[config.mk]
export PLATFORM = sky130hd
export DESIGN_NAME = obrr_dp
export DESIGN_NICKNAME = d
export VERILOG_FILES = /design/src/hdl/obrr_pkg.sv /design/src/hdl/obrr_div.sv /design/src/hdl/obrr_dp.sv
export SDC_FILE = /design/constraint.sdc
export NUM_CORES = 1
export LEC_CHECK = 0
export ABC_AREA = 1
export BUFFER_PORTS_ARGS = -buffer_cell sky130_fd_sc_hd__buf_2
export CORE_MARGIN = 2
export CORE_UTILIZATION = 60
export DETAILED_ROUTE_END_ITERATION = 8
export PLACE_DENSITY_LB_ADDON = 0.25
export SYNTH_ARGS = -nofsm -noshare
export SYNTH_HDL_FRONTEND = slang
export SYNTH_HIERARCHICAL = 1
export SYNTH_SLANG_ARGS = --single-unit
[constraint.sdc]
create_clock -name clk -period 2.9 [get_ports clk]
set_input_delay 0.58 -clock clk [delete_from_list [all_inputs] [get_ports clk]]
set_output_delay 0.58 -clock clk [all_outputs]
set_load 0.005 [all_outputs]
[src/hdl/obrr_pkg.sv]
package obrr_pkg;

  // Run counter width; runs saturate at 2^COUNT_BITS - 1.
  localparam int COUNT_BITS = 16;

  localparam int RATIO_W  = 8;
  localparam int BCOUNT_W = 16;
  localparam int DVS_W    = RATIO_W + 1;     // divisor is 2 * ratio_halves
  localparam int DVD_W    = COUNT_BITS + 3;  // dividend is 4 * n + ratio_halves
  localparam int DIV_CNT_W = $clog2(DVD_W);
  localparam int SAT_W    = (DVD_W > BCOUNT_W) ? DVD_W : BCOUNT_W;

  localparam logic [RATIO_W-1:0]  RATIO_RESET = RATIO_W'(13);
  localparam logic [RATIO_W-1:0]  RATIO_MIN   = RATIO_W'(2);
  localparam logic [COUNT_BITS-1:0] RUN_MAX   = {COUNT_BITS{1'b1}};
  localparam logic [BCOUNT_W-1:0] BCOUNT_MAX  = {BCOUNT_W{1'b1}};

  // APB register map
  localparam int CFG_ADDR_W = 3;
  localparam int CFG_DATA_W = 32;
  localparam logic REG_RATIO_HALVES = 1'b0;  // register index, paddr[2]

  typedef enum logic [2:0] {
    ST_IDLE,
    ST_PLAN,
    ST_DIV_A,
    ST_DIV_B,
    ST_EMIT_A,
    ST_EMIT_B
  } ctrl_state_t;

  // Controller -> datapath
  typedef struct packed {
    logic accept;
    logic div_start;
    logic div_sel_b;
    logic out_load;
    logic out_sel_b;
    logic out_last;
    logic out_done;
  } dp_cmd_t;

  // Datapath -> controller
  typedef struct packed {
    logic need_a;
    logic need_b;
    logic eos;
    logic div_done;
    logic a_nz;
    logic b_nz;
    logic out_free;
  } dp_stat_t;

  // Clip a quotient to the bit count range.
  function automatic logic [BCOUNT_W-1:0] sat_count(input logic [DVD_W-1:0] q);
    logic [SAT_W-1:0] qx;
    qx = SAT_W'(q);
    if (qx > SAT_W'(BCOUNT_MAX)) begin
      return BCOUNT_MAX;
    end
    return qx[BCOUNT_W-1:0];
  endfunction

endpackage

[src/hdl/obrr_div.sv]
module obrr_div import obrr_pkg::*; (
  input  logic             clk,
  input  logic             rst_n,
  input  logic             start,
  input  logic [DVD_W-1:0] dividend,
  input  logic [DVS_W-1:0] divisor,
  output logic             done,
  output logic [DVD_W-1:0] quotient
);

  // Restoring divider, one quotient bit per cycle. Quotient bits shift into
  // the dividend register from the bottom.
  logic [DVD_W-1:0]     dvd_r, dvd_nxt;
  logic [DVS_W-1:0]     rem_r, rem_nxt;
  logic [DVS_W-1:0]     dvs_r;
  logic [DIV_CNT_W-1:0] cnt_r, cnt_nxt;
  logic                 busy_r, busy_nxt;
  logic                 done_r, done_nxt;

  logic [DVS_W:0] rem_sh;
  logic [DVS_W:0] diff;
  logic           ge;

  always_comb begin
    rem_sh   = {rem_r, dvd_r[DVD_W-1]};
    diff     = rem_sh - {1'b0, dvs_r};
    ge       = (rem_sh >= {1'b0, dvs_r});
    dvd_nxt  = dvd_r;
    rem_nxt  = rem_r;
    cnt_nxt  = cnt_r;
    busy_nxt = busy_r;
    done_nxt = 1'b0;
    if (start) begin
      dvd_nxt  = dividend;
      rem_nxt  = '0;
      cnt_nxt  = '0;
      busy_nxt = 1'b1;
    end else if (busy_r) begin
      dvd_nxt = {dvd_r[DVD_W-2:0], ge};
      rem_nxt = ge ? diff[DVS_W-1:0] : rem_sh[DVS_W-1:0];
      cnt_nxt = cnt_r + DIV_CNT_W'(1);
      if (cnt_r == DIV_CNT_W'(DVD_W - 1)) begin
        busy_nxt = 1'b0;
        done_nxt = 1'b1;
      end
    end
  end

  always_ff @(posedge clk) begin
    if (!rst_n) begin
      busy_r <= 1'b0;
      done_r <= 1'b0;
      cnt_r  <= '0;
    end else begin
      busy_r <= busy_nxt;
      done_r <= done_nxt;
      cnt_r  <= cnt_nxt;
    end
  end

  always_ff @(posedge clk) begin
    dvd_r <= dvd_nxt;
    rem_r <= rem_nxt;
    if (start) begin
      dvs_r <= divisor;
    end
  end

  assign done     = done_r;
  assign quotient = dvd_r;

endmodule

[src/hdl/obrr_dp.sv]
module obrr_dp import obrr_pkg::*; (
  input  logic                clk,
  input  logic                rst_n,
  input  dp_cmd_t             cmd,
  output dp_stat_t            stat,
  input  logic [RATIO_W-1:0]  ratio_halves,
  input  logic                in_sample,
  input  logic                in_eos,
  output logic                out_valid,
  input  logic                out_ready,
  output logic                out_bit_value,
  output logic [BCOUNT_W-1:0] out_bit_count,
  output logic                out_last,
  output logic                out_done
);

  // open run
  logic                  seen_r, seen_nxt;
  logic                  skip_r, skip_nxt;
  logic                  level_r, level_nxt;
  logic [COUNT_BITS-1:0] len_r, len_nxt;

  // item snapshot: run closed by a level change (a), run closed by end of stream (b)
  logic                  a_level_r, b_level_r;
  logic [COUNT_BITS-1:0] a_len_r, b_len_r;
  logic                  need_a_r, need_b_r, eos_r;
  logic [BCOUNT_W-1:0]   a_cnt_r, b_cnt_r;
  logic                  div_sel_r;

  logic                  out_valid_r;
  logic                  out_value_r, out_last_r, out_done_r;
  logic [BCOUNT_W-1:0]   out_count_r;

  logic                  change;
  logic                  upd_level, upd_skip;
  logic [COUNT_BITS-1:0] upd_len;
  logic [RATIO_W-1:0]    rh;
  logic [COUNT_BITS-1:0] div_len;
  logic [DVD_W-1:0]      dividend;
  logic [DVS_W-1:0]      divisor;
  logic                  div_done;
  logic [DVD_W-1:0]      quotient;
  logic [BCOUNT_W-1:0]   q_sat;

  always_comb begin
    change    = seen_r && (in_sample != level_r);
    upd_level = in_sample;
    upd_len   = COUNT_BITS'(1);
    upd_skip  = skip_r;
    if (seen_r && !change) begin
      upd_level = level_r;
      upd_len   = (len_r == RUN_MAX) ? len_r : len_r + COUNT_BITS'(1);
    end else if (change) begin
      upd_skip = 1'b0;
    end
    if (in_eos) begin
      seen_nxt  = 1'b0;
      skip_nxt  = 1'b1;
      level_nxt = 1'b0;
      len_nxt   = '0;
    end else begin
      seen_nxt  = 1'b1;
      skip_nxt  = upd_skip;
      level_nxt = upd_level;
      len_nxt   = upd_len;
    end
  end

  always_ff @(posedge clk) begin
    if (!rst_n) begin
      seen_r   <= 1'b0;
      skip_r   <= 1'b1;
      level_r  <= 1'b0;
      len_r    <= '0;
      need_a_r <= 1'b0;
      need_b_r <= 1'b0;
      eos_r    <= 1'b0;
    end else if (cmd.accept) begin
      seen_r   <= seen_nxt;
      skip_r   <= skip_nxt;
      level_r  <= level_nxt;
      len_r    <= len_nxt;
      need_a_r <= change && !skip_r;
      need_b_r <= in_eos && !upd_skip;
      eos_r    <= in_eos;
    end
  end

  always_ff @(posedge clk) begin
    if (cmd.accept) begin
      a_level_r <= level_r;
      a_len_r   <= len_r;
      b_level_r <= upd_level;
      b_len_r   <= upd_len;
    end
  end

  // rounding divide: floor((4n + rh) / (2 rh))
  assign rh       = (ratio_halves < RATIO_MIN) ? RATIO_MIN : ratio_halves;
  assign div_len  = cmd.div_sel_b ? b_len_r : a_len_r;
  assign dividend = DVD_W'({div_len, 2'b00}) + DVD_W'(rh);
  assign divisor  = {rh, 1'b0};

  obrr_div u_div (
    .clk      (clk),
    .rst_n    (rst_n),
    .start    (cmd.div_start),
    .dividend (dividend),
    .divisor  (divisor),
    .done     (div_done),
    .quotient (quotient)
  );

  assign q_sat = sat_count(quotient);

  always_ff @(posedge clk) begin
    if (cmd.div_start) begin
      div_sel_r <= cmd.div_sel_b;
    end
    if (div_done) begin
      if (div_sel_r) begin
        b_cnt_r <= q_sat;
      end else begin
        a_cnt_r <= q_sat;
      end
    end
  end

  // output register
  always_ff @(posedge clk) begin
    if (!rst_n) begin
      out_valid_r <= 1'b0;
    end else if (cmd.out_load) begin
      out_valid_r <= 1'b1;
    end else if (out_ready) begin
      out_valid_r <= 1'b0;
    end
  end

  always_ff @(posedge clk) begin
    if (cmd.out_load) begin
      out_value_r <= cmd.out_sel_b ? b_level_r : a_level_r;
      out_count_r <= cmd.out_sel_b ? b_cnt_r : a_cnt_r;
      out_last_r  <= cmd.out_last;
      out_done_r  <= cmd.out_done;
    end
  end

  always_comb begin
    stat.need_a   = need_a_r;
    stat.need_b   = need_b_r;
    stat.eos      = eos_r;
    stat.div_done = div_done;
    stat.a_nz     = (a_cnt_r != '0);
    stat.b_nz     = (b_cnt_r != '0);
    stat.out_free = !out_valid_r || out_ready;
  end

  assign out_valid     = out_valid_r;
  assign out_bit_value = out_value_r;
  assign out_bit_count = out_count_r;
  assign out_last      = out_last_r;
  assign out_done      = out_done_r;

  a_load_free: assert property (@(posedge clk) disable iff (!rst_n)
    cmd.out_load |-> (!out_valid_r || out_ready))
    else $error("result loaded over an untaken beat");

  a_b_needs_eos: assert property (@(posedge clk) disable iff (!rst_n)
    need_b_r |-> eos_r)
    else $error("end-of-stream run pending without end of stream");

  a_run_nonzero: assert property (@(posedge clk) disable iff (!rst_n)
    seen_r |-> (len_r != '0))
    else $error("open run has zero length");

  a_done_is_last: assert property (@(posedge clk) disable iff (!rst_n)
    (out_valid_r && out_done_r) |-> out_last_r)
    else $error("stream_done on a beat that is not last of item");

endmodule

==> flow_summary_export.csv, run 1 <==
group,metric,value,unit
outcome,status,"finished clean",
yosys,synth_fa_ha_area_share,3.422,%
yosys,ys_types,49,
timing,period_needed,2.305,ns
yosys,synth_top_family_by_area,"simple AND/OR/NAND/NOR gates",
clock_network,holdBufCountCts,0,
yosys,synth_xor_area_share,1.808,%
flow_run,maxCapViolCount,0,
timing,max_slew_margin,48.55,%
clock_network,cts-root-buf,"clkbuf_16",
timing,fmax,0.4339,GHz
yosys,async_flop_share,0,%
floorplanning,io-pin-count,47,
timing,finalCritPeriodShare,79.48,%
critical_path,critPathMaxFanout,4,
route,ant_nets,0,
clock_network,post_cts_resized,0,
yosys,synth_top_cell_area_share,44.16,%
timing,rsz0062_at_grt,"false",
grt,grt_pass1_vias,5544,
grt,track_usage,23.22,%
cells_and_area,drive_above_1_share,15.93,%
critical_path,crit_arrival,2.48,ns
route,drt-total-wl,15070,um
route,first_iter_violations,350,
timing,tightest_slew,0.7709,ns
yosys,synth.cell_area,0.007752,sq mm
route,viasPerCell,5.256,
critical_path,crit_chain,"nand2_1 > nand2_1 > ha_1 > a21oi_1 > nand2_1 > a21boi_1 > nand3b_1 > nand2_1 > nand2_1 > nand2_1 > nand2_1 > nand2_1",
route,drc,0,
cells_and_area,finish.utilization,68.70,%
yosys,syn_inst,857,
placement,hpwl,10740,um
yosys,synth-edff-count,114,
pwr,power_density,592.7,mW/mm^2
cells_and_area,num-fill-cells,977,
grt,antenna_found_initial,0,
critical_path,critPathMostFrequentCell,"nand2_1",
clock_network,post_cts_buffers,0,
floorplanning,num_rows,41,
clock_network,clock_sinks,153,
critical_path,crit_path_max_incr_delay,0.39,ns
pwr,peakVddDrop,541.1,uV
yosys,synthSimpleGateAreaFrac,26.57,%
yosys,yosysSeqAreaShare,54.23,%
clock_network,clk_pin_slew,0.06,ns
cells_and_area,syn2layout_area_growth,11.83,%
grt,use_met1,26.83,%
grt,grt_pass1_wl,25620,um
route,wire_per_inst,13.93,um
timing,finalMaxSlewViolations,0,
cells_and_area,multi_input_area,0.002917,sq mm
route,drt_first_pass_iters,4,
critical_path,cp-end-kind,"flip-flop",
grt,grt_max_degree,40,
clock_network,cts_tree,"built",
grt,globalRoute.totalOverflow,0,
floorplanning,dieWidth,117.7,um
cells_and_area,layout_commonest_cell,"nand2_1",
timing,setup_viol,0,
clock_network,clock_latency,0.43,ns
yosys,synth_compound_area_share,5.052,%
floorplanning,start_util,61.43,%
clock_network,cts_made_buffers,17,
pwr,p_leak,3.814,nW
critical_path,slowest_stage,"a21boi_1",
clock_network,ctsHtreeMaxLevel,4,
cells_and_area,final_cell_mix,"273 x nand2_1, 114 x edfxtp_1, 106 x inv_1",
cells_and_area,nets,937,
floorplanning,die-area,0.01385,sq mm
grt,use_met2,40.44,%
grt,grt_use_met3,6.541,%
floorplanning,die_y,117.7,um
timing,tns,0,ns
cells_and_area,final-instance-count-excl-fill,1082,
critical_path,cp_num_buf_inv,0,
placement,dp.cells,1050,
yosys,ys_top_cells_by_area,"edfxtp_1 44%, nand2_1 13%, dfxtp_1 10%",
grt,busiest_layer,"met2",
yosys,syn_nets,897,
hold_path,hp-class,"input port to flip-flop",
cells_and_area,seqCellArea,0.004204,sq mm
yosys,yosys_warnings,6,
placement,portBuffers,46,
critical_path,critPathLaunchType,"flip-flop",
yosys,synth.avg_cell_area,9.046,sq um
timing,skew,0.005658,ns
yosys,synth_seq_cells,153,
yosys,muxShareOfSynthArea,0.7263,%
critical_path,regToRegSetupSlack,0.60,ns
floorplanning,core_region_area,0.01262,sq mm
placement,globalplace.congestion,0.8846,
critical_path,cp_top_family,"simple AND/OR/NAND/NOR gates",
route,vias,5687,
yosys,ys.flop_type,"edfxtp_1",
timing,hold_slack,0.3313,ns
critical_path,required,3.08,ns
timing,hold_violations,0,
clock_network,clk_path_buf_depth,2,
cells_and_area,antenna_cells,0,
yosys,synth_top_cell_by_area,"edfxtp_1",
critical_path,critPathKind,"flip-flop to flip-flop",
## worst register-to-register path, stage by stage (launching register included)
cell and delay (ns):
edfxtp_1 0.38, nand2_1 0.08, nand2_1 0.06, ha_1 0.34, a21oi_1 0.21, nand2_1 0.12, a21boi_1 0.39, nand3b_1 0.22
nand2_1 0.07, nand2_1 0.06, nand2_1 0.05, nand2_1 0.06, nand2_1 0.05
## state kept, by name, indices dropped and copies added (netlist names), 5 cells and up
register,flops
u_div/rem_r,9
a_len_r,16
b_cnt_r,16
u_div/dvs_r,9
out_bit_count,16
u_div/quotient,19
len_r,16
a_cnt_r,16
u_div/cnt_r,5
b_len_r,16
## through the flow
step	setup WS (ns)	total power, mW	cell area, sq um
after floorplan	0.2829	2.826	7752
after global placement	0.3047	2.935	8065
after detailed placement	0.2060	2.952	8065
after CTS	0.6269	5.163	8670
after global routing	0.3977	5.332	8670
final	0.5952	5.138	8670
## report_power, final
part / internal, mW / switching, mW / total, mW
registers: 2.45 / 0.0408 / 2.50
logic: 0.144 / 0.272 / 0.416
clock network: 1.36 / 0.867 / 2.23
## layout make-up
class / count / share of cell area (%)
multi-input combinational: 556 / 33.64
tap: 172 / 2.482
inverter: 114 / 4.979
sequential: 153 / 48.49
clock buffer: 24 / 6.061
timing repair buffer: 55 / 3.435
clock inverter: 8 / 0.9092
## routing by layer
layer	share of wire [%]	wire length (um)	vias up
met5	0	0	-
met4	2.6	393	0
met2	51	7652	128
met3	4.2	627	38
li1	-	-	2882
met1	42	6395	2639
## cell families (layout without fill, tap and decap cells)
group	Yosys count	in the layout
multiplexers	5	5
buffers and inverters	148	201
adder cells (fa/ha/maj)	20	20
XOR/XNOR	16	16
AND/OR/NAND/NOR	445	445
AO/OA/AOI/OAI	69	69
flip-flops	153	153
other	1	1
## final timing paths
kind / depth (start not counted) / endpoint / from
setup / recovery: 12 / u_div/quotient[15] / b_len_r[2]
hold reg to reg: 2 / u_div/rem_r[5] / u_div/rem_r[5]
setup reg to reg: 12 / u_div/quotient[15] / b_len_r[2]
hold / removal: 1 / out_last / cmd[1]
## cells in the mapped netlist (10+ instances only)
| cell | n |
|---|---|
| ha_1 | 18 |
| dfxtp_1 | 39 |
| nor4_1 | 10 |
| nand3_1 | 49 |
| nand4_1 | 13 |
| nand3_2 | 13 |
| a21oi_1 | 36 |
| nand2_1 | 273 |
| nand2_2 | 13 |
| clkbuf_1 | 17 |
| nor2_1 | 37 |
| o21ai_0 | 19 |
| edfxtp_1 | 114 |
| xnor2_1 | 12 |
| inv_1 | 106 |
Note: power is estimated with default switching activity, not from simulation.
==> run 2: changes to the inputs <==
--- a/config.mk
+++ b/config.mk
@@ -8,7 +8,7 @@
 export ABC_AREA = 1
 export BUFFER_PORTS_ARGS = -buffer_cell sky130_fd_sc_hd__buf_2
 export CORE_MARGIN = 2
-export CORE_UTILIZATION = 60
+export CORE_UTILIZATION = 55
 export DETAILED_ROUTE_END_ITERATION = 8
 export PLACE_DENSITY_LB_ADDON = 0.25
 export SYNTH_ARGS = -nofsm -noshare
==> constraint.sdc (replaced) <==
create_clock -name clk -period 1.96 [get_ports clk]
set_input_delay 0.392 -clock clk [delete_from_list [all_inputs] [get_ports clk]]
set_output_delay 0.392 -clock clk [all_outputs]
set_load 0.005 [all_outputs]
==> flow_summary_export.csv, run 2 (synthesized netlist as in run 1, its figures left out) <==
group,metric,value,unit
clock_network,ctsHtreeMaxLevel,4,
critical_path,crit_arrival,2.20,ns
pwr,clkPwrFrac,43.8,%
floorplanning,core_region_area,0.01383,sq mm
timing,setup_viol,6,
critical_path,crit_path_max_incr_delay,0.37,ns
grt,antenna_found_initial,0,
clock_network,cts_made_buffers,17,
timing,setup_slack,-0.05865,ns
placement,globalplace.congestion,0.8583,
timing,tightest_slew,0.6546,ns
floorplanning,dieWidth,122.7,um
timing,fmax,0.4954,GHz
critical_path,r2r_start,"a_len_r[1]",
outcome,violations,"negative setup slack",
critical_path,rr_worst_depth,12,
timing,rsz0062_at_grt,"true",
timing,finalMaxSlewViolations,0,
timing,hold_violations,0,
route,first_iter_violations,287,
critical_path,cp-end-kind,"flip-flop",
critical_path,critPathMostFrequentCell,"nand2_1",
critical_path,critPathKind,"flip-flop to flip-flop",
grt,grt_pass1_vias,5591,
grt,grt_max_degree,33,
floorplanning,num_rows,43,
pwr,p_leak,4.126,nW
cells_and_area,final_design_area_no_fill,0.009273,sq mm
clock_network,clock_sinks,153,
timing,skew,0.006536,ns
critical_path,critPathMaxFanout,3,
cells_and_area,multi_input_area,0.003063,sq mm
pwr,peakVddDrop,617.9,uV
grt,grt_pass1_wl,25940,um
route,wire_per_inst,13.44,um
critical_path,regToRegSetupSlack,-0.06,ns
cells_and_area,drive_above_1_share,23.08,%
critical_path,cp_num_buf_inv,2,
pwr,intPower,6.074,mW
timing,max_slew_margin,56.31,%
pwr,p_sw,1.817,mW
clock_network,clk_pin_slew,0.06,ns
cells_and_area,nets,989,
floorplanning,start_util,56.07,%
cells_and_area,num-fill-cells,1065,
hold_path,min_to,"out_done",
hold_path,hp-class,"input port to flip-flop",
route,drt-total-wl,15350,um
flow_run,maxCapViolCount,0,
placement,dp.cells,1096,
timing,hold_slack,0.1435,ns
route,ant_nets,0,
hold_path,hp-start,"cmd[0]",
pwr,pwr-share-seq,46.8,%
floorplanning,die_y,122.7,um
clock_network,clock_latency,0.43,ns
cells_and_area,layout_commonest_cell,"nand2_1",
cells_and_area,antenna_cells,0,
clock_network,cts-root-buf,"clkbuf_16",
route,drc,0,
critical_path,critPathLaunchType,"flip-flop",
cells_and_area,final-instance-count-excl-fill,1142,
route,viasPerCell,5.022,
critical_path,crit_chain,"inv_1 > o21ai_2 > inv_1 > fa_2 > o21ai_2 > nand2_2 > a21boi_4 > nand3_2 > nand2_1 > nand2_1 > nand2_1 > nand2_1",
floorplanning,die-area,0.01506,sq mm
critical_path,rr_endpoint,"u_div/quotient[16]",
critical_path,slowest_stage,"fa_2",
route,vias,5735,
cells_and_area,seqCellArea,0.004204,sq mm
clock_network,holdBufCountCts,0,
placement,portBuffers,46,
cells_and_area,largest_reg_flops,19,
cells_and_area,final_cell_mix,"269 x nand2_1, 114 x edfxtp_1, 103 x inv_1",
route,drt_first_pass_iters,5,
placement,postPlaceCellArea,0.008403,sq mm
clock_network,clk_path_buf_depth,2,
placement,hpwl,10620,um
clock_network,cts_tree,"built",
floorplanning,io-pin-count,47,
cells_and_area,syn2layout_area_growth,19.61,%
grt,track_usage,22.14,%
pwr,comb_power_share,9.4,%
hold_path,whs_path_depth,1,
critical_path,cp_top_family,"compound AO/OA/AOI/OAI gates",
pwr,swShare,23.02,%
pwr,power_density,851.0,mW/mm^2
timing,period_needed,2.019,ns
grt,globalRoute.totalOverflow,0,
outcome,status,"finished with violations",
timing,finalCritPeriodShare,103.0,%
critical_path,required,2.14,ns
## run 2: cell types whose count changed in the layout (fill, tap and decap cells not counted), sizes merged
cell	change
buf	+52
bufinv	+3
clkbuf	-7
clkinv	+5
clkinvlp	-2
inv	+1
## run 2: cell type report
type                            count  share of cell area [%]
Inverter                          114                   4.709
Clock inverter                     15                   2.132
Timing Repair Buffer              107                   7.772
Multi-Input combinational cell    556                   33.03
Sequential cell                   153                   45.34
Clock buffer                       17                   4.588
Tap cell                          180                   2.429
## run 2: through the flow
step | power, mW | worst slack (ns) | setup TNS [ns] | utilization (%)
after floorplan | 4.193 | -0.3502 | -1.990 | -
after global placement | 4.428 | -0.3084 | -3.463 | 60.77
after detailed placement | 4.443 | -0.3429 | -4.056 | 60.77
after CTS | 7.904 | -0.03870 | -0.06405 | 65.61
after global routing | 8.152 | -0.2568 | -1.851 | 67.06
final | 7.891 | -0.05865 | -0.2416 | 67.06
## run 2: timing repair
item,4_1_cts,5_1_grt
setup buffers,2,12
hold endpoints to repair,0,0
pin swaps,4,14
resized for setup,8,20
setup endpoints to repair,19,23
## run 2: routing by layer
layer	GRT usage, %	routed length [um]	share of wire, %	vias to the layer above
met2	38.23	7642	50	137
met1	27.32	6651	43	2584
met5	0	0	0	-
li1	-	-	-	2984
met4	8.621	333	2.2	0
met3	4.322	726	4.7	30
## run 2: power by group through the flow
stage | clock, mW | combinational [mW] | sequential [mW]
2_1_floorplan | 0 | 0.450 | 3.74
3_3_place_gp | 0 | 0.676 | 3.75
3_5_place_dp | 0 | 0.686 | 3.76
4_1_cts | 3.51 | 0.702 | 3.69
5_1_grt | 3.60 | 0.843 | 3.70
6_report | 3.46 | 0.742 | 3.69
## run 2: worst max-delay path by stage
stage,from,endpoint,slack (ns),cells after the start
after floorplan,cmd[4],u_div/quotient[10],-0.35,15
after detailed placement,cmd[4],u_div/quotient[16],-0.34,14
after CTS,a_len_r[1],u_div/quotient[16],-0.04,12
final,a_len_r[1],u_div/quotient[16],-0.06,12
after global routing,b_len_r[0],u_div/quotient[16],-0.26,13
after global placement,cmd[4],u_div/quotient[16],-0.31,14
