## config.mk

```make
export PLATFORM = sky130hd
export DESIGN_NAME = obrr_ctrl
export DESIGN_NICKNAME = d
export VERILOG_FILES = /design/src/hdl/obrr_pkg.sv /design/src/hdl/obrr_ctrl.sv
export SDC_FILE = /design/constraint.sdc
export NUM_CORES = 1
export LEC_CHECK = 0
export BUFFER_PORTS_ARGS = -buffer_cell sky130_fd_sc_hd__clkbuf_2
export CORE_AREA = 10 10 47 49
export CTS_CLUSTER_DIAMETER = 60
export CTS_CLUSTER_SIZE = 30
export DETAILED_ROUTE_END_ITERATION = 8
export DIE_AREA = 0 0 57 59
export MAX_ROUTING_LAYER = met4
export PLACE_DENSITY = 0.49
export SETUP_SLACK_MARGIN = 0.05
export SLEW_MARGIN = 10
export SYNTH_ARGS = -nofsm -noshare
export SYNTH_HDL_FRONTEND = slang
export SYNTH_SLANG_ARGS = --single-unit
```

## constraint.sdc

```tcl
create_clock -name clk -period 1.2 [get_ports clk]
set_input_delay 0.18 -clock clk [delete_from_list [all_inputs] [get_ports clk]]
set_output_delay 0.18 -clock clk [all_outputs]
set_load 0.01 [all_outputs]
```

## src/hdl/obrr_pkg.sv

```systemverilog
package obrr_pkg;

  // Run counter width; runs saturate at 2^COUNT_BITS - 1.
  localparam int COUNT_BITS = 16;

  localparam int RATIO_W  = 8;
  localparam int BCOUNT_W = 16;
  localparam int DVS_W    = RATIO_W + 1;     // divisor is 2 * ratio_halves
  localparam int DVD_W    = COUNT_BITS + 3;  // dividend is 4 * n + ratio_halves
  localparam int DIV_CNT_W = $clog2(DVD_W);
  localparam int SAT_W    = (DVD_W > BCOUNT_W) ? DVD_W : BCOUNT_W;

  localparam logic [RATIO_W-1:0]  RATIO_RESET = RATIO_W'(13);
  localparam logic [RATIO_W-1:0]  RATIO_MIN   = RATIO_W'(2);
  localparam logic [COUNT_BITS-1:0] RUN_MAX   = {COUNT_BITS{1'b1}};
  localparam logic [BCOUNT_W-1:0] BCOUNT_MAX  = {BCOUNT_W{1'b1}};

  // APB register map
  localparam int CFG_ADDR_W = 3;
  localparam int CFG_DATA_W = 32;
  localparam logic REG_RATIO_HALVES = 1'b0;  // register index, paddr[2]

  typedef enum logic [2:0] {
    ST_IDLE,
    ST_PLAN,
    ST_DIV_A,
    ST_DIV_B,
    ST_EMIT_A,
    ST_EMIT_B
  } ctrl_state_t;

  // Controller -> datapath
  typedef struct packed {
    logic accept;
    logic div_start;
    logic div_sel_b;
    logic out_load;
    logic out_sel_b;
    logic out_last;
    logic out_done;
  } dp_cmd_t;

  // Datapath -> controller
  typedef struct packed {
    logic need_a;
    logic need_b;
    logic eos;
    logic div_done;
    logic a_nz;
    logic b_nz;
    logic out_free;
  } dp_stat_t;

  // Clip a quotient to the bit count range.
  function automatic logic [BCOUNT_W-1:0] sat_count(input logic [DVD_W-1:0] q);
    logic [SAT_W-1:0] qx;
    qx = SAT_W'(q);
    if (qx > SAT_W'(BCOUNT_MAX)) begin
      return BCOUNT_MAX;
    end
    return qx[BCOUNT_W-1:0];
  endfunction

endpackage

```

## src/hdl/obrr_ctrl.sv

```systemverilog
module obrr_ctrl import obrr_pkg::*; (
  input  logic     clk,
  input  logic     rst_n,
  input  logic     in_valid,
  output logic     in_ready,
  input  dp_stat_t stat,
  output dp_cmd_t  cmd
);

  ctrl_state_t state_r, state_nxt;
  logic        has_b;

  always_ff @(posedge clk) begin
    if (!rst_n) begin
      state_r <= ST_IDLE;
    end else begin
      state_r <= state_nxt;
    end
  end

  always_comb begin
    has_b     = stat.need_b && stat.b_nz;
    state_nxt = state_r;
    cmd       = '0;
    in_ready  = 1'b0;
    unique case (state_r)
      ST_IDLE: begin
        in_ready = 1'b1;
        if (in_valid) begin
          cmd.accept = 1'b1;
          state_nxt  = ST_PLAN;
        end
      end
      ST_PLAN: begin
        if (stat.need_a) begin
          cmd.div_start = 1'b1;
          state_nxt     = ST_DIV_A;
        end else if (stat.need_b) begin
          cmd.div_start = 1'b1;
          cmd.div_sel_b = 1'b1;
          state_nxt     = ST_DIV_B;
        end else begin
          state_nxt = ST_IDLE;
        end
      end
      ST_DIV_A: begin
        if (stat.div_done) begin
          if (stat.need_b) begin
            cmd.div_start = 1'b1;
            cmd.div_sel_b = 1'b1;
            state_nxt     = ST_DIV_B;
          end else begin
            state_nxt = ST_EMIT_A;
          end
        end
      end
      ST_DIV_B: begin
        if (stat.div_done) begin
          state_nxt = stat.need_a ? ST_EMIT_A : ST_EMIT_B;
        end
      end
      ST_EMIT_A: begin
        if (!stat.a_nz) begin
          state_nxt = stat.need_b ? ST_EMIT_B : ST_IDLE;
        end else if (stat.out_free) begin
          cmd.out_load = 1'b1;
          cmd.out_last = !has_b;
          cmd.out_done = stat.eos && !has_b;
          state_nxt    = stat.need_b ? ST_EMIT_B : ST_IDLE;
        end
      end
      ST_EMIT_B: begin
        if (!stat.b_nz) begin
          state_nxt = ST_IDLE;
        end else if (stat.out_free) begin
          cmd.out_load  = 1'b1;
          cmd.out_sel_b = 1'b1;
          cmd.out_last  = 1'b1;
          cmd.out_done  = 1'b1;
          state_nxt     = ST_IDLE;
        end
      end
      default: begin
        state_nxt = ST_IDLE;
      end
    endcase
  end

  a_accept_plans: assert property (@(posedge clk) disable iff (!rst_n)
    cmd.accept |=> (state_r == ST_PLAN))
    else $error("accepted sample not followed by planning");

  a_start_idle_div: assert property (@(posedge clk) disable iff (!rst_n)
    cmd.div_start |=> !stat.div_done)
    else $error("divider finished in one cycle");

  a_emit_b_eos: assert property (@(posedge clk) disable iff (!rst_n)
    (cmd.out_load && cmd.out_sel_b) |-> stat.eos)
    else $error("end-of-stream run emitted without end of stream");

endmodule
```

==> summary.md, run 1 <==
| Metric | Value |
|---|---|
| Critical path fanouts, max | `5` |
| Crit-path cells | `inv_2 > nand3_2 > nor3_2 > clkbuf_2` |
| PwrDens | `1190 nW/um2` |
| P_int | `435 uW` |
| Total track usage | `7.10%` |
| Max FFs per register | `3` |
| Worst Path Buf+Inv | `2` |
| Initial antenna violation count | `0` |
| Max Fclk | `0.740 GHz` |
| CP Capture Point | `cmd[0]` |
| M1 GR Usage | `6.04%` |
| Cell variety after synth | `23` |
| Largest net degree at the start of global routing | `6` |
| Routed Antenna Nets | `0` |
| Tot Pwr | `683 uW` |
| Post-synth net total | `57` |
| I/O Buffers | `17` |
| FF-to-FF setup slack | `-0.05 ns` |
| Mux contribution to synthesized area | `3.28%` |
| # setup viols final | `9` |
| Antenna cells | `0` |
| Critical-path top delay cell | `dfxtp_2` |
| Max_cap viols | `0` |
| RSZ-0062 raised after global routing | `true` |
| DP HPWL | `900 um` |
| Via count | `433` |
| Largest register by flop count | `state_r` |
| Initial core utilization | `21.8%` |
| Gpl congestion | `0.849` |
| Avg Cell Area, Syn | `6.50 um2` |
| Nets | `87` |
| Final slew viol count | `0` |
| Final instance area | `573 um2` |
| DIE AREA | `3360 um2` |
| GRT Max-Usage Layer | `met2` |
| Crit Path Category | `flip-flop to output pin` |
| Mapped cell area | `305 um2` |
| Synthesis-stage register bit count | `3` |
| Post-synthesis compound-gate area fraction | `34.4%` |
| Top delay family on crit path | `simple AND/OR/NAND/NOR gates` |
| Total grt overflow | `0` |
| Die Span Y | `59 um` |
| Post-CTS Hold Buffers | `0` |
| Routed length per instance | `12.8 um` |
| M2 GR Usage | `14.4%` |
| Cts bufs inserted | `3` |
| Sequential element share of the synthesized area | `19.7%` |
| HP Class | `primary input to flip-flop` |
| Top flop regs | `state_r x3` |
| Clock sink total | `3` |
| Flop pwr share | `20.8%` |
| Reg clk slew, reported paths | `0.04 ns` |
| Req. time, crit path | `1.02 ns` |
| Clock power frac | `25.3%` |
| Setup TNS | `-0.847 ns` |
| FF-to-FF End | `state_r[0]$_SDFFE_PN0P_` |
| Clock root buffer | `clkbuf_4` |
| Post-synthesis simple-gate area fraction | `35.7%` |
| Core footprint | `1400 um2` |
| CTS tree | `yes` |
| Max Buffers Root-to-Sink | `2` |
| Worst Setup SP | `state_r[1]$_SDFFE_PN0P_` |
| Status | `complete, but fails checks` |
| R2R cell count | `4` |
| First-pass GRT wire length | `1.96 mm` |
| Adder-cell share of the synthesized area | `0%` |
| Switching Share | `36.3%` |
| Slew HR | `84.1%` |
| First drt pass iteration count | `3` |
| Slack of the critical path | `-0.151 ns` |
| Drt drc | `0` |
| Post-DP Area | `463 um2` |
| Min cycle time layout | `1.35 ns` |
| Critical Path End Type | `output pin` |
| Hold Crit Depth | `2` |
| Crit path largest cell delay | `0.33 ns` |
| Largest family of logic cells by synthesized area | `simple AND/OR/NAND/NOR gates` |
| Final Skew | `0.000999 ns` |
| Critical path depth in cells | `4` |
| Share of cells above drive strength 1 | `63.2%` |
| Leakage | `0.000260 uW` |
| Xor and xnor area share after synthesis | `0%` |
| Combinational power share | `53.9%` |
| Crit path DAT | `1.17 ns` |
| # IOs | `18` |
| Vias per cell | `4.71` |
| GRT met3 Usage | `1.50%` |
| Die width | `57 um` |
| Slew @ Worst Pin | `0.236 ns` |
| R2r startpoint | `state_r[0]$_SDFFE_PN0P_` |
| H-tree depth | `1` |
| Vias in the first global route | `483` |
| Worst vdd ir | `0.000562 V` |
| Initial drt markers | `3` |
| YS warnings | `0` |
| Setup crit start kind | `flip-flop` |
| # rows | `14` |
| Area delta synth->final | `87.7%` |
| Sw Pwr | `248 uW` |
| Worst skew pair latency | `0.23 ns` |
| Fin crit share | `113%` |
| Routed Wire Length | `1.18 mm` |
| Violated checks | `setup timing` |
| Final hold vios | `0` |
| Mapped Cells | `47` |
[worst min path at each step]
stage,endpoint,slack (ns),from
finish,state_r[1]$_SDFFE_PN0P_,0.20,rst_n
global route,state_r[2]$_SDFFE_PN0P_,0.19,rst_n
CTS,state_r[2]$_SDFFE_PN0P_,0.19,rst_n
detailed placement,state_r[2]$_SDFFE_PN0P_,0.44,rst_n
global placement,state_r[0]$_SDFFE_PN0P_,0.44,rst_n
floorplan,state_r[2]$_SDFFE_PN0P_,0.30,rst_n
[timing repair]
item	4_1_cts	5_1_grt
endpoints found under the hold margin	0	0
gates resized for setup	15	9
setup buffers	3	0
pin swaps	5	3
endpoints found under the setup margin	9	10
cloned	1	0
[per-stage QoR]
stage	setup WS (ns)	utilization, %	instances	hold slack, ns
global route	-0.228	40.9	92	0.192
CTS	-0.148	40.3	93	0.188
finish	-0.151	40.9	92	0.196
floorplan	0.0402	-	47	0.298
global placement	-0.00815	33.0	85	0.441
detailed placement	-0.0361	33.0	85	0.443
[cell type report]
cell class / count / area, um2
inverter: 3 / 11.3
fill: 161 / 828
tap: 16 / 20.0
multi-input combinational: 39 / 274
timing repair buffer: 27 / 175
sequential: 3 / 66.3
clock buffer: 4 / 26.3
[cell usage in the layout (no fill, tap or decap), types with 3 or more instances in the layout]
| cell type | instances |
|---|---|
| buf_2 | 4 |
| buf_6 | 4 |
| a21oi_1 | 3 |
| nor3_2 | 4 |
| clkbuf_2 | 13 |
| clkbuf_4 | 3 |
| nor2_1 | 6 |
| buf_4 | 6 |
[power groups by stage]
| stage | clock network, uW | registers, uW | logic [uW] |
|---|---|---|---|
| 5_1_grt | 196 | 146 | 403 |
| 2_1_floorplan | 0 | 129 | 174 |
| 4_1_cts | 185 | 142 | 360 |
| 6_report | 173 | 142 | 368 |
| 3_5_place_dp | 0 | 132 | 288 |
| 3_3_place_gp | 0 | 132 | 287 |
[worst reg2reg max path, delay by kind of cell, from the launching register on]
| family | cells | cell delay (ns) |
|---|---|---|
| compound gates | 2 | 0.44 |
| flops | 1 | 0.36 |
| mux | 1 | 0.25 |
| simple gates | 1 | 0.08 |
[logic make-up (layout without fill, tap and decap cells)]
logic type,count (synthesis),after routing
simple gates,22,22
flops,3,3
compound gates,16,16
buf+inv,5,34
mux,1,1
[Yosys cell counts]
| master | n | share of area [%] |
|---|---|---|
| a211oi_1 | 2 | 4.9 |
| nor2_1 | 8 | 9.8 |
| o21ai_0 | 2 | 3.3 |
| o311a_1 | 1 | 3.3 |
| buf_2 | 1 | 1.6 |
| and2_2 | 1 | 2.5 |
| nand3_1 | 1 | 1.6 |
| mux2i_1 | 1 | 3.3 |
| nor3_1 | 4 | 6.6 |
| and2_1 | 1 | 2.1 |
| a21oi_1 | 4 | 6.6 |
| nand2b_1 | 2 | 4.1 |
| inv_1 | 3 | 3.7 |
| clkbuf_2 | 1 | 1.6 |
| o21a_1 | 2 | 4.9 |
| nor3_2 | 1 | 3.3 |
| o211ai_1 | 1 | 2.5 |
| o21bai_1 | 1 | 2.5 |
| nand2_1 | 3 | 3.7 |
| a31oi_1 | 2 | 4.1 |
| nor2b_1 | 1 | 2.1 |
| a21boi_0 | 1 | 2.5 |
| dfxtp_1 | 3 | 20 |
[metal layers]
metal	share of wire [%]	routed length, um
met1	34	404
met2	63	747
met3	2.2	26
met4	0	0
met5	0	0
Power figures use the tool's default switching activity.
==> run 2: changes to the inputs <==
--- a/config.mk
+++ b/config.mk
@@ -12,7 +12,7 @@
 export DETAILED_ROUTE_END_ITERATION = 8
 export DIE_AREA = 0 0 57 59
 export MAX_ROUTING_LAYER = met4
-export PLACE_DENSITY = 0.49
+export PLACE_DENSITY = 0.48
 export SETUP_SLACK_MARGIN = 0.05
 export SLEW_MARGIN = 10
 export SYNTH_ARGS = -nofsm -noshare
==> constraint.sdc (replaced) <==
create_clock -name clk -period 1.3 [get_ports clk]
set_input_delay 0.195 -clock clk [delete_from_list [all_inputs] [get_ports clk]]
set_output_delay 0.195 -clock clk [all_outputs]
set_load 0.01 [all_outputs]
==> summary.md, run 2 (same netlist as run 1, synthesis figures left out) <==
| Metric | Value |
|---|---|
| HP Class | `primary input to flip-flop` |
| Gpl congestion | `0.860` |
| Die Span Y | `59 um` |
| DIE AREA | `3360 um2` |
| Antenna cells | `0` |
| Leakage | `0.000249 uW` |
| Routed length per instance | `13.3 um` |
| First-pass GRT wire length | `1.95 mm` |
| Worst skew pair latency | `0.23 ns` |
| Multi-input gate area | `272 um2` |
| Initial core utilization | `21.8%` |
| Layout Cells excl Fill | `89` |
| Drt drc | `0` |
| I/O Buffers | `17` |
| Largest net degree at the start of global routing | `6` |
| H-tree depth | `1` |
| Nets | `84` |
| Final slew viol count | `0` |
| Setup crit start kind | `flip-flop` |
| # fillers | `158` |
| RSZ-0062 raised after global routing | `true` |
| Routed Wire Length | `1.19 mm` |
| Post-CTS Hold Buffers | `0` |
| Cts bufs inserted | `3` |
| Final hold vios | `0` |
| Worst vdd ir | `0.000717 V` |
| Area delta synth->final | `79.9%` |
| Violated checks | `setup timing` |
| Die width | `57 um` |
| Routed Antenna Nets | `0` |
| Initial drt markers | `9` |
| Total track usage | `7.10%` |
| Hold slack | `0.215 ns` |
| Max_cap viols | `0` |
| Pre-CTS setup slack | `0.0330 ns` |
| First drt pass iteration count | `4` |
| Vias per cell | `5.09` |
| Initial antenna violation count | `0` |
| Status | `complete, but fails checks` |
| Cells after DPL | `81` |
| CTS tree | `yes` |
| Tot Pwr | `616 uW` |
| Max FFs per register | `3` |
| Crit Path Category | `flip-flop to output pin` |
| # setup viols final | `5` |
| Register area | `68.8 um2` |
| Top flop regs | `state_r x3` |
| Setup TNS | `-0.198 ns` |
| # IOs | `18` |
| Vias in the first global route | `469` |
| Critical Path End Type | `output pin` |
| Final Skew | `0.00312 ns` |
| Fin crit share | `105%` |
| Min cycle time layout | `1.36 ns` |
| Core footprint | `1400 um2` |
| Crit path DAT | `1.17 ns` |
| Slack of the critical path | `-0.0607 ns` |
| Clock sink total | `3` |
| Largest register by flop count | `state_r` |
| Clock root buffer | `clkbuf_4` |
| DP HPWL | `840 um` |
| PwrDens | `1120 nW/um2` |
| Share of cells above drive strength 1 | `54.8%` |
| Commonest non-fill, non-tap cells in the layout | `clkbuf_2, nor2_1, buf_2, buf_4` |
| Slew @ Worst Pin | `0.313 ns` |
| Max Buffers Root-to-Sink | `2` |
| Slew HR | `79.0%` |
| Req. time, crit path | `1.11 ns` |
| Max Fclk | `0.735 GHz` |
| # rows | `14` |
| Reg clk slew, reported paths | `0.04 ns` |
| Commonest non-fill, non-tap cell in the layout | `clkbuf_2` |
| Total grt overflow | `0` |
| Critical path fanouts, max | `5` |
| Via count | `453` |
==> run 2: changes by cell type in the layout (fill, tap and decap cells not counted), moves of 2 or more <==
cell	before	now
nor3_1	1	3
buf_4	6	4
clkbuf_2	13	11
inv_2	2	0
nor3_2	4	1
buf_2	4	6
==> run 2: worst max-delay path: stages, from the launching register on <==
cell     delay [ns]
dfxtp_4        0.34
buf_6          0.13
nor2b_4        0.12
nand2_2        0.06
a21oi_2        0.13
buf_2          0.15
==> run 2: layout make-up <==
class	instances	area share [%]
multi-input cells	39	49.4
repair buffers	24	27.1
flip-flops and latches	3	12.5
clock buffers	4	4.78
well taps	16	3.64
inverters	3	2.51
==> run 2: where the power goes <==
part           internal (uW)  total [uW]  switching (uW)  leakage, uW
Sequential               112         133            21.7    0.0000264
Combinational            156         320             164     0.000207
Clock                    115         163            48.0    0.0000150
Total                    383         616             234     0.000249
==> run 2: repair_timing <==
| action | 4_1_cts | 5_1_grt |
|---|---|---|
| setup endpoints to repair | 9 | 9 |
| resized for setup | 15 | 12 |
| gates cloned | 1 | 0 |
| pin swaps | 5 | 1 |
| buffers inserted | 3 | 0 |
==> run 2: routing by layer <==
layer  up-vias  GRT usage, %  part of all wire (%)
met5         -             -                     0
met4         0          2.68                   2.3
met3         4          3.43                   4.2
met2        12          13.3                    58
met1       217          5.92                    36
li1        220             -                     -
==> run 2: metrics by stage <==
step | utilization (%) | cell area, um2
floorplan | - | 305
global placement | 30.2 | 423
detailed placement | 30.2 | 423
CTS | 37.5 | 526
global route | 39.2 | 549
finish | 39.2 | 549
==> run 2: final timing paths <==
kind | slack (ns) | cells past startpoint | end | from
setup reg to reg | 0 | 4 | state_r[0]$_SDFFE_PN0P_ | state_r[0]$_SDFFE_PN0P_
hold reg to reg | 0.68 | 3 | state_r[1]$_SDFFE_PN0P_ | state_r[1]$_SDFFE_PN0P_
setup / recovery | -0.06 | 5 | cmd[5] | state_r[0]$_SDFFE_PN0P_
hold / removal | 0.21 | 2 | state_r[2]$_SDFFE_PN0P_ | rst_n
==> run 3: changes to the inputs <==
--- a/config.mk
+++ b/config.mk
@@ -5,7 +5,7 @@
 export SDC_FILE = /design/constraint.sdc
 export NUM_CORES = 1
 export LEC_CHECK = 0
-export BUFFER_PORTS_ARGS = -buffer_cell sky130_fd_sc_hd__clkbuf_2
+export BUFFER_PORTS_ARGS = -buffer_cell sky130_fd_sc_hd__buf_2
 export CORE_AREA = 10 10 47 49
 export CTS_CLUSTER_DIAMETER = 60
 export CTS_CLUSTER_SIZE = 30
==> summary.md, run 3 (same netlist as run 1, synthesis figures left out) <==
| Metric | Value |
|---|---|
| Status | `complete, but fails checks` |
| Violated checks | `setup timing` |
| Vias per cell | `5.04` |
| RSZ-0062 raised after global routing | `true` |
| R2r startpoint | `state_r[0]$_SDFFE_PN0P_` |
| H-tree depth | `1` |
| Vias in the first global route | `484` |
| Top flop regs | `state_r x3` |
| Max FFs per register | `3` |
| # fillers | `139` |
| Post-CTS Hold Buffers | `0` |
| Routed Wire Length | `1.33 mm` |
| Slack of the critical path | `-0.0549 ns` |
| Routed length per instance | `14.6 um` |
| CTS tree | `yes` |
| I/O Buffers | `17` |
| Worst Setup SP | `state_r[0]$_SDFFE_PN0P_` |
| Reg clk slew, reported paths | `0.04 ns` |
| HP Class | `primary input to flip-flop` |
| # IOs | `18` |
| First drt pass iteration count | `4` |
| Gpl congestion | `0.865` |
| Slew @ Worst Pin | `0.304 ns` |
| Critical Path End Type | `output pin` |
| Cts bufs inserted | `3` |
| Max Buffers Root-to-Sink | `2` |
| Nets | `86` |
| Setup crit start kind | `flip-flop` |
| Pre-CTS setup slack | `0.0302 ns` |
| Total grt overflow | `0` |
| Crit Path Category | `flip-flop to output pin` |
| Slew HR | `79.6%` |
| Setup TNS | `-0.131 ns` |
| FF-to-FF setup slack | `-0.02 ns` |
| Via count | `459` |
| Commonest non-fill, non-tap cell in the layout | `buf_2` |
| Req. time, crit path | `1.11 ns` |
| Crit path DAT | `1.16 ns` |
| # rows | `14` |
| Share of cells above drive strength 1 | `61.3%` |
| FF-to-FF End | `state_r[0]$_SDFFE_PN0P_` |
| Post-DP Area | `423 um2` |
| HP Start | `rst_n` |
| Final hold vios | `0` |
| Antenna cells | `0` |
| PwrDens | `1110 nW/um2` |
| Flop pwr share | `20.4%` |
| Initial drt markers | `6` |
| Clock sink total | `3` |
| Routed Antenna Nets | `0` |
| Min cycle time layout | `1.35 ns` |
| Total track usage | `7.31%` |
| Tot Pwr | `652 uW` |
| Die width | `57 um` |
| Multi-input gate area | `287 um2` |
| Largest register by flop count | `state_r` |
| Commonest non-fill, non-tap cells in the layout | `buf_2, nor2_1, buf_4, nor3_2` |
| Layout Cells excl Fill | `91` |
| Critical path fanouts, max | `5` |
| Combinational power share | `53.7%` |
| Clock root buffer | `clkbuf_4` |
| Leakage | `0.000261 uW` |
| DIE AREA | `3360 um2` |
| CP Capture Point | `cmd[5]` |
| R2R cell count | `6` |
| Worst skew pair latency | `0.24 ns` |
| Worst vdd ir | `0.000926 V` |
| Drt drc | `0` |
| # setup viols final | `4` |
| Initial antenna violation count | `0` |
| DP HPWL | `862 um` |
| Clock power frac | `25.8%` |
| Sw Pwr | `255 uW` |
| P_int | `398 uW` |
| Core footprint | `1400 um2` |
| Final Skew | `0.00220 ns` |
| Crit path largest cell delay | `0.35 ns` |
| Cells after DPL | `81` |
| Initial core utilization | `21.8%` |
| Max_cap viols | `0` |
| Area delta synth->final | `92.2%` |
| Final slew viol count | `0` |
| First-pass GRT wire length | `1.97 mm` |
| Register area | `71.3 um2` |
| Final instance area | `587 um2` |
| Max Fclk | `0.738 GHz` |
| Die Span Y | `59 um` |
| Crit-path cells | `buf_6 > o211ai_1 > a21oi_2 > buf_2` |
| Fin crit share | `104%` |
| Switching Share | `39.0%` |
| Critical-path top delay cell | `dfxtp_4` |
| Largest net degree at the start of global routing | `6` |
## run 3: cell types whose count changed in the layout (fill, tap and decap cells not counted), sizes merged
cell    previous run  this run
buf               13        26
clkbuf            15         4
## run 3: what timing repair did
action | in CTS | in global routing
setup endpoints to repair | 9 | 9
gates cloned | 1 | 0
pin swaps | 5 | 0
setup buffers | 4 | 1
gates resized for setup | 19 | 9
## run 3: layout make-up
cell class / instances / area share [%]
clock buffers: 4 / 4.48
inverters: 3 / 3.20
multi-input cells: 39 / 48.8
flip-flops and latches: 3 / 12.2
well taps: 16 / 3.41
repair buffers: 26 / 27.9
## run 3: power groups by stage
stage	Combinational, uW	Clock, uW	Sequential, uW
after floorplan	152	0	118
after global placement	240	0	119
after detailed placement	238	0	119
after CTS	317	171	128
after global routing	375	176	137
final	350	168	133
## run 3: how the worst min path moves through the flow
stage / to / cells after the start
floorplan: state_r[2]$_SDFFE_PN0P_ / 1
global placement: state_r[2]$_SDFFE_PN0P_ / 2
detailed placement: state_r[2]$_SDFFE_PN0P_ / 2
CTS: state_r[2]$_SDFFE_PN0P_ / 2
global route: state_r[1]$_SDFFE_PN0P_ / 2
finish: state_r[1]$_SDFFE_PN0P_ / 2
## run 3: metrics by stage
| step | hold slack [ns] | utilization, % |
|---|---|---|
| global placement | 0.455 | 30.2 |
| CTS | 0.212 | 39.1 |
| floorplan | 0.313 | - |
| finish | 0.213 | 41.9 |
| detailed placement | 0.453 | 30.2 |
| global route | 0.213 | 41.9 |
## run 3: critical path, delay by kind of cell, from the launching register on
kind	cells	cell delay (ns)
AOI/OAI and AO/OA	2	0.29
buffers and inverters	2	0.28
DFF	1	0.35
## run 3: layer usage
layer | vias to the layer above | routed length (um) | GRT usage, %
li1 | 228 | - | -
met1 | 213 | 476 | 5.54
met2 | 14 | 771 | 15.0
met3 | 4 | 56 | 2.79
met4 | 0 | 27 | 2.68
met5 | - | 0 | -
